File: config.mk
export PLATFORM = sky130hd
export DESIGN_NAME = egbr_ctrl
export DESIGN_NICKNAME = d
export VERILOG_FILES = /design/src/hdl/egbr_pkg.sv /design/src/hdl/egbr_ctrl.sv
export SDC_FILE = /design/constraint.sdc
export NUM_CORES = 1
export LEC_CHECK = 0
export BUFFER_PORTS_ARGS = -buffer_cell sky130_fd_sc_hd__buf_2
export CAP_MARGIN = 20
export CORE_AREA = 8 8 45 47
export DETAILED_ROUTE_END_ITERATION = 10
export DIE_AREA = 0 0 53 55
export MAX_ROUTING_LAYER = met4
export PLACE_DENSITY = 0.72
export RECOVER_POWER = 25
export SYNTH_ARGS = -nofsm -noshare
export SYNTH_HDL_FRONTEND = slang
export SYNTH_SLANG_ARGS = --single-unit
File: constraint.sdc
create_clock -name clk_i -period 2 [get_ports clk_i]
set_clock_uncertainty 0.2 [all_clocks]
set_input_delay 0.2 -clock clk_i [delete_from_list [all_inputs] [get_ports clk_i]]
set_output_delay 0.2 -clock clk_i [all_outputs]
set_load 0.005 [all_outputs]
File: src/hdl/egbr_pkg.sv
// Shared types and constants for the Exp-Golomb bitstream reader.
// Used by egbr_ctrl, egbr_datapath and exp_golomb_bitstream_reader; no dependencies.
package egbr_pkg;

  localparam int unsigned BYTE_BITS   = 8;
  localparam int unsigned FETCH_BYTES = 9;   // enough for 2*31+1 bits past any bit offset
  localparam int unsigned WIN_BITS    = FETCH_BYTES * BYTE_BITS;
  localparam int unsigned CNT_W       = 6;   // bit counts, zero counts, consumed bits
  localparam int unsigned FETCH_W     = 4;
  localparam int unsigned VALUE_W     = 33;
  localparam int unsigned FIXED_MAX   = 32;

  typedef enum logic [1:0] {
    KIND_LOAD  = 2'd0,
    KIND_FIXED = 2'd1,
    KIND_UE    = 2'd2,
    KIND_SE    = 2'd3
  } kind_e;

  typedef enum logic [2:0] {
    ST_IDLE,
    ST_FETCH,
    ST_ALIGN,
    ST_FIXCHK,
    ST_FIXSHIFT,
    ST_PREFIX,
    ST_SUFCHK,
    ST_SUFSHIFT
  } state_e;

  typedef struct packed {
    logic  load;
    logic  start_rd;
    logic  fetch;
    logic  align;
    logic  step;
    logic  zero_seen;
    logic  suffix_init;
    logic  finish_ok;
    logic  finish_err;
    kind_e kind;
  } cmd_t;

  typedef struct packed {
    logic fetch_done;
    logic skip_zero;
    logic fix_bad;
    logic n_zero;
    logic avail_zero;
    logic head_bit;
    logic z_at_max;
    logic suffix_short;
  } sts_t;

endpackage

File: src/hdl/egbr_ctrl.sv
// Controller state machine of the Exp-Golomb bitstream reader.
// Depends on egbr_pkg; drives egbr_datapath through cmd_t, watches sts_t.
module egbr_ctrl (
  input  logic            clk_i,
  input  logic            rst_ni,
  input  logic            start_i,
  input  logic [1:0]      kind_i,
  output logic            busy_o,
  output egbr_pkg::cmd_t  cmd_o,
  input  egbr_pkg::sts_t  sts_i
);
  import egbr_pkg::*;

  state_e state_q, state_d;
  kind_e  kind_q, kind_d;

  always_ff @(posedge clk_i or negedge rst_ni) begin
    if (!rst_ni) begin
      state_q <= ST_IDLE;
      kind_q  <= KIND_LOAD;
    end else begin
      state_q <= state_d;
      kind_q  <= kind_d;
    end
  end

  always_comb begin
    state_d = state_q;
    kind_d  = kind_q;
    cmd_o   = '0;
    cmd_o.kind = kind_q;
    busy_o  = 1'b1;
    case (state_q)
      ST_IDLE: begin
        busy_o = 1'b0;
        if (start_i) begin
          if (kind_e'(kind_i) == KIND_LOAD) begin
            cmd_o.load = 1'b1;
          end else begin
            cmd_o.start_rd = 1'b1;
            kind_d  = kind_e'(kind_i);
            state_d = ST_FETCH;
          end
        end
      end
      ST_FETCH: begin
        cmd_o.fetch = 1'b1;
        if (sts_i.fetch_done) begin
          state_d = ST_ALIGN;
        end
      end
      ST_ALIGN: begin
        // drop the bits ahead of the cursor inside the first byte
        if (sts_i.skip_zero) begin
          state_d = (kind_q == KIND_FIXED) ? ST_FIXCHK : ST_PREFIX;
        end else begin
          cmd_o.align = 1'b1;
        end
      end
      ST_FIXCHK: begin
        if (sts_i.fix_bad) begin
          cmd_o.finish_err = 1'b1;
          state_d = ST_IDLE;
        end else begin
          state_d = ST_FIXSHIFT;
        end
      end
      ST_PREFIX: begin
        if (sts_i.avail_zero) begin
          cmd_o.finish_err = 1'b1;
          state_d = ST_IDLE;
        end else if (sts_i.head_bit) begin
          cmd_o.step = 1'b1;
          state_d = ST_SUFCHK;
        end else if (sts_i.z_at_max) begin
          cmd_o.finish_err = 1'b1;
          state_d = ST_IDLE;
        end else begin
          cmd_o.step      = 1'b1;
          cmd_o.zero_seen = 1'b1;
        end
      end
      ST_SUFCHK: begin
        if (sts_i.suffix_short) begin
          cmd_o.finish_err = 1'b1;
          state_d = ST_IDLE;
        end else begin
          cmd_o.suffix_init = 1'b1;
          state_d = ST_SUFSHIFT;
        end
      end
      ST_FIXSHIFT, ST_SUFSHIFT: begin
        if (sts_i.n_zero) begin
          cmd_o.finish_ok = 1'b1;
          state_d = ST_IDLE;
        end else begin
          cmd_o.step = 1'b1;
        end
      end
      default: begin
        state_d = ST_IDLE;
      end
    endcase
  end

endmodule

==> summary.txt <==
Yosys warns -> 0
Clock power frac -> 10.6%
Sw Share -> 41.2%
Hold Path Class -> in -> reg
Fin. max-slew vios -> 0
Kind of critical path -> reg -> out
Tightest Pin Transition -> 342 ps
Arr. time, crit path -> 1470 ps
Hold_sp -> kind_i[0]
Worst-path maximum fanout -> 8
Synthesized area -> 548 um^2
Ant. Diodes -> 0
Comb pwr share -> 63.9%
Wire length per cell -> 12.3 um
Reg power frac -> 25.5%
Hold Vio Cnt, Final -> 0
H-tree levels -> 1
Syn Inst Count -> 65
TNS Setup -> 0 ps
Overall routed net length -> 1400 um
Hold slack -> 45.8 ps
RSZ-0062 raised after global routing -> false
Most common cell after layout, fill and taps aside -> buf_2
Largest stage delay on the critical path -> 460 ps
CP delay by family, top -> simple AND/OR/NAND/NOR gates
Root Buffer -> clkbuf_4
Crit path buf inv count -> 1
Syn Area/Cell -> 8.43 um^2
GR Util All Layers -> 9.50%
Port Buffers -> 24
Unique cell type count in the Yosys netlist -> 37
Area grow syn2layout -> 40.0%
Largest net degree at the start of global routing -> 17
Die area -> 2920 um^2
Initial DRC count -> 9
P_leak -> 0.378 nW
Post-route minimum period -> 1870 ps
Most frequent cells in the layout -> buf_2, buf_4
Vias in the first global route -> 522
RePlAce Congestion -> 0.791
CP cell instances -> nor3_4 -> and2_2 -> nor3b_1 -> buf_2
Core area -> 1380 um^2
PwrDens -> 1360 nW/um^2
Internal power -> 0.000613 W
FP Rows -> 14
Final setup fails -> 0
Initial antenna violation count -> 0
Total vias in the final route -> 591
Clock-pin slew on the worst setup and hold paths -> 40 ps
Drt first pass iters -> 4
Boundary Pins -> 25
CTS Buf Count -> 3
Worst-skew pair later-pin latency -> 230 ps
Nets@finish -> 112
Worst vdd rail ir drop -> 0.732 mV
Net count after synthesis -> 78
Tcrit/Tclk final -> 93.3%
Filler cells -> 140
Leading area contributor after synthesis -> dfrtp_1
NetSw -> 0.000430 W
Hpwl dp -> 1060 um
Fmax -> 536 MHz
Startpoint Class -> flip-flop
Critical path required time -> 1600 ps
First-pass GRT wire length -> 2110 um
Slew Limit Headroom -> 77.0%
RR Startpoint -> state_q[1]$_DFFE_PN0P_
Layout cells sized above 1 -> 46.9%
Antenna-violating nets left -> 0
Status -> complete, no violations
Clk buf depth -> 2
TritonCTS clock tree -> built
Die Y -> 55 um
Tot Pwr -> 0.00104 W
Starting Density -> 39.6%
Critical Path Source -> state_q[2]$_DFFE_PN0P_
Max Cap Viol -> 0
Sequential element share of the synthesized area -> 22.8%
Top cells by area, synth -> dfrtp_1, nor3b_1, a211oi_4, o21ai_0, nor2b_1
CP endpoint kind -> output pin
DRC -> 0
#FFs+latches synth -> 5
Grt total ovfl -> 0
Die width -> 53 um
CTS Sinks -> 5
Yosys top cell area share -> 22.8%
Via/cell ratio -> 5.18
Slowest CP cell -> dfrtp_2
[synthesized netlist by cell type]
cell,count
dfrtp_1,5
inv_1,4
nand2_1,4
nor2_1,4
o21ai_0,4
buf_2,3
nor2b_1,3
nor3_1,3
nor3b_1,3
a21oi_1,2
nand2b_1,2
nand3b_1,2
o21a_1,2
a211oi_4,1
a21o_1,1
a32o_1,1
a41o_1,1
and2_2,1
and2b_4,1
and3_2,1
and4b_1,1
buf_6,1
mux2i_1,1
nand2b_4,1
nand3_2,1
nand4_1,1
nor3_2,1
nor3b_2,1
nor4b_1,1
nor4b_2,1
o21ai_1,1
o221ai_1,1
o2bb2ai_1,1
o311a_1,1
o31ai_1,1
or2b_1,1
or3_1,1
[final timing paths]
check | endpoint | cells past startpoint | slack [ps]
worst min register to register | kind_q[1]$_DFFE_PN0P_ | 1 | 330
max in group asynchronous | state_q[1]$_DFFE_PN0P_ | 2 | 1240
worst max register to register | state_q[2]$_DFFE_PN0P_ | 5 | 220
worst min-delay path | kind_q[0]$_DFFE_PN0P_ | 3 | 50
min in group asynchronous | state_q[2]$_DFFE_PN0P_ | 2 | 140
worst max-delay path | cmd_o[10] | 4 | 130
[worst register-to-register path, delay by kind of cell (launching register included)]
| kind | cells | cell delay (ps) |
|---|---|---|
| flip-flops | 1 | 470 |
| buffers and inverters | 1 | 180 |
| AO/OA/AOI/OAI | 3 | 430 |
| AND/OR/NAND/NOR | 1 | 380 |
[power by group through the flow]
stage	Clock, W	Combinational (W)	Sequential, W
global placement	0	0.000549	0.000272
finish	0.000110	0.000667	0.000266
detailed placement	0	0.000548	0.000275
CTS	0.000116	0.000558	0.000288
floorplan	0	0.000480	0.000201
global route	0.000125	0.000737	0.000279
[cell families after synthesis]
logic type | after synthesis | synth area share (%)
buf+inv | 8 | 7.53
compound gates | 17 | 24.2
simple gates | 34 | 43.6
mux | 1 | 1.83
flops | 5 | 22.8
[per-stage QoR]
step	cells	setup slack (ps)	area, um^2	utilization, %
after floorplan	65	432	548	-
after global placement	102	204	669	48.4
after detailed placement	102	175	669	48.4
after CTS	107	61.2	714	51.6
after global routing	114	35.3	767	55.4
final	114	134	767	55.4
[timing repair]
action,4_1_cts,5_1_grt
hold endpoints to repair,5,0
endpoints found under the setup margin,1,3
hold buffers,1,0
gates resized for setup,3,1
pin swaps,0,1
buffers inserted,0,7
[final cells by class]
class / instances / area, um^2 / share of cell area [%]
flip-flops and latches: 5 / 129 / 16.8
multi-input cells: 52 / 388 / 50.6
inverters: 4 / 15.0 / 1.96
clock buffers: 4 / 26.3 / 3.43
well taps: 16 / 20.0 / 2.61
repair buffers: 33 / 189 / 24.6
[registers in the layout, indices dropped and copies added, names as in the netlist]
| signal | flops |
|---|---|
| state_q | 3 |
| kind_q | 2 |
[metal layers]
metal | wire length, um | up-vias | part of all wire [%] | GRT usage, %
li1 | - | 306 | - | -
met1 | 652 | 264 | 47 | 11.5
met2 | 622 | 21 | 44 | 14.6
met3 | 124 | 0 | 8.9 | 2.41
met4 | 0 | 0 | 0 | 3.88
met5 | 0 | - | 0 | -
Note: power is estimated with default switching activity, not from simulation.
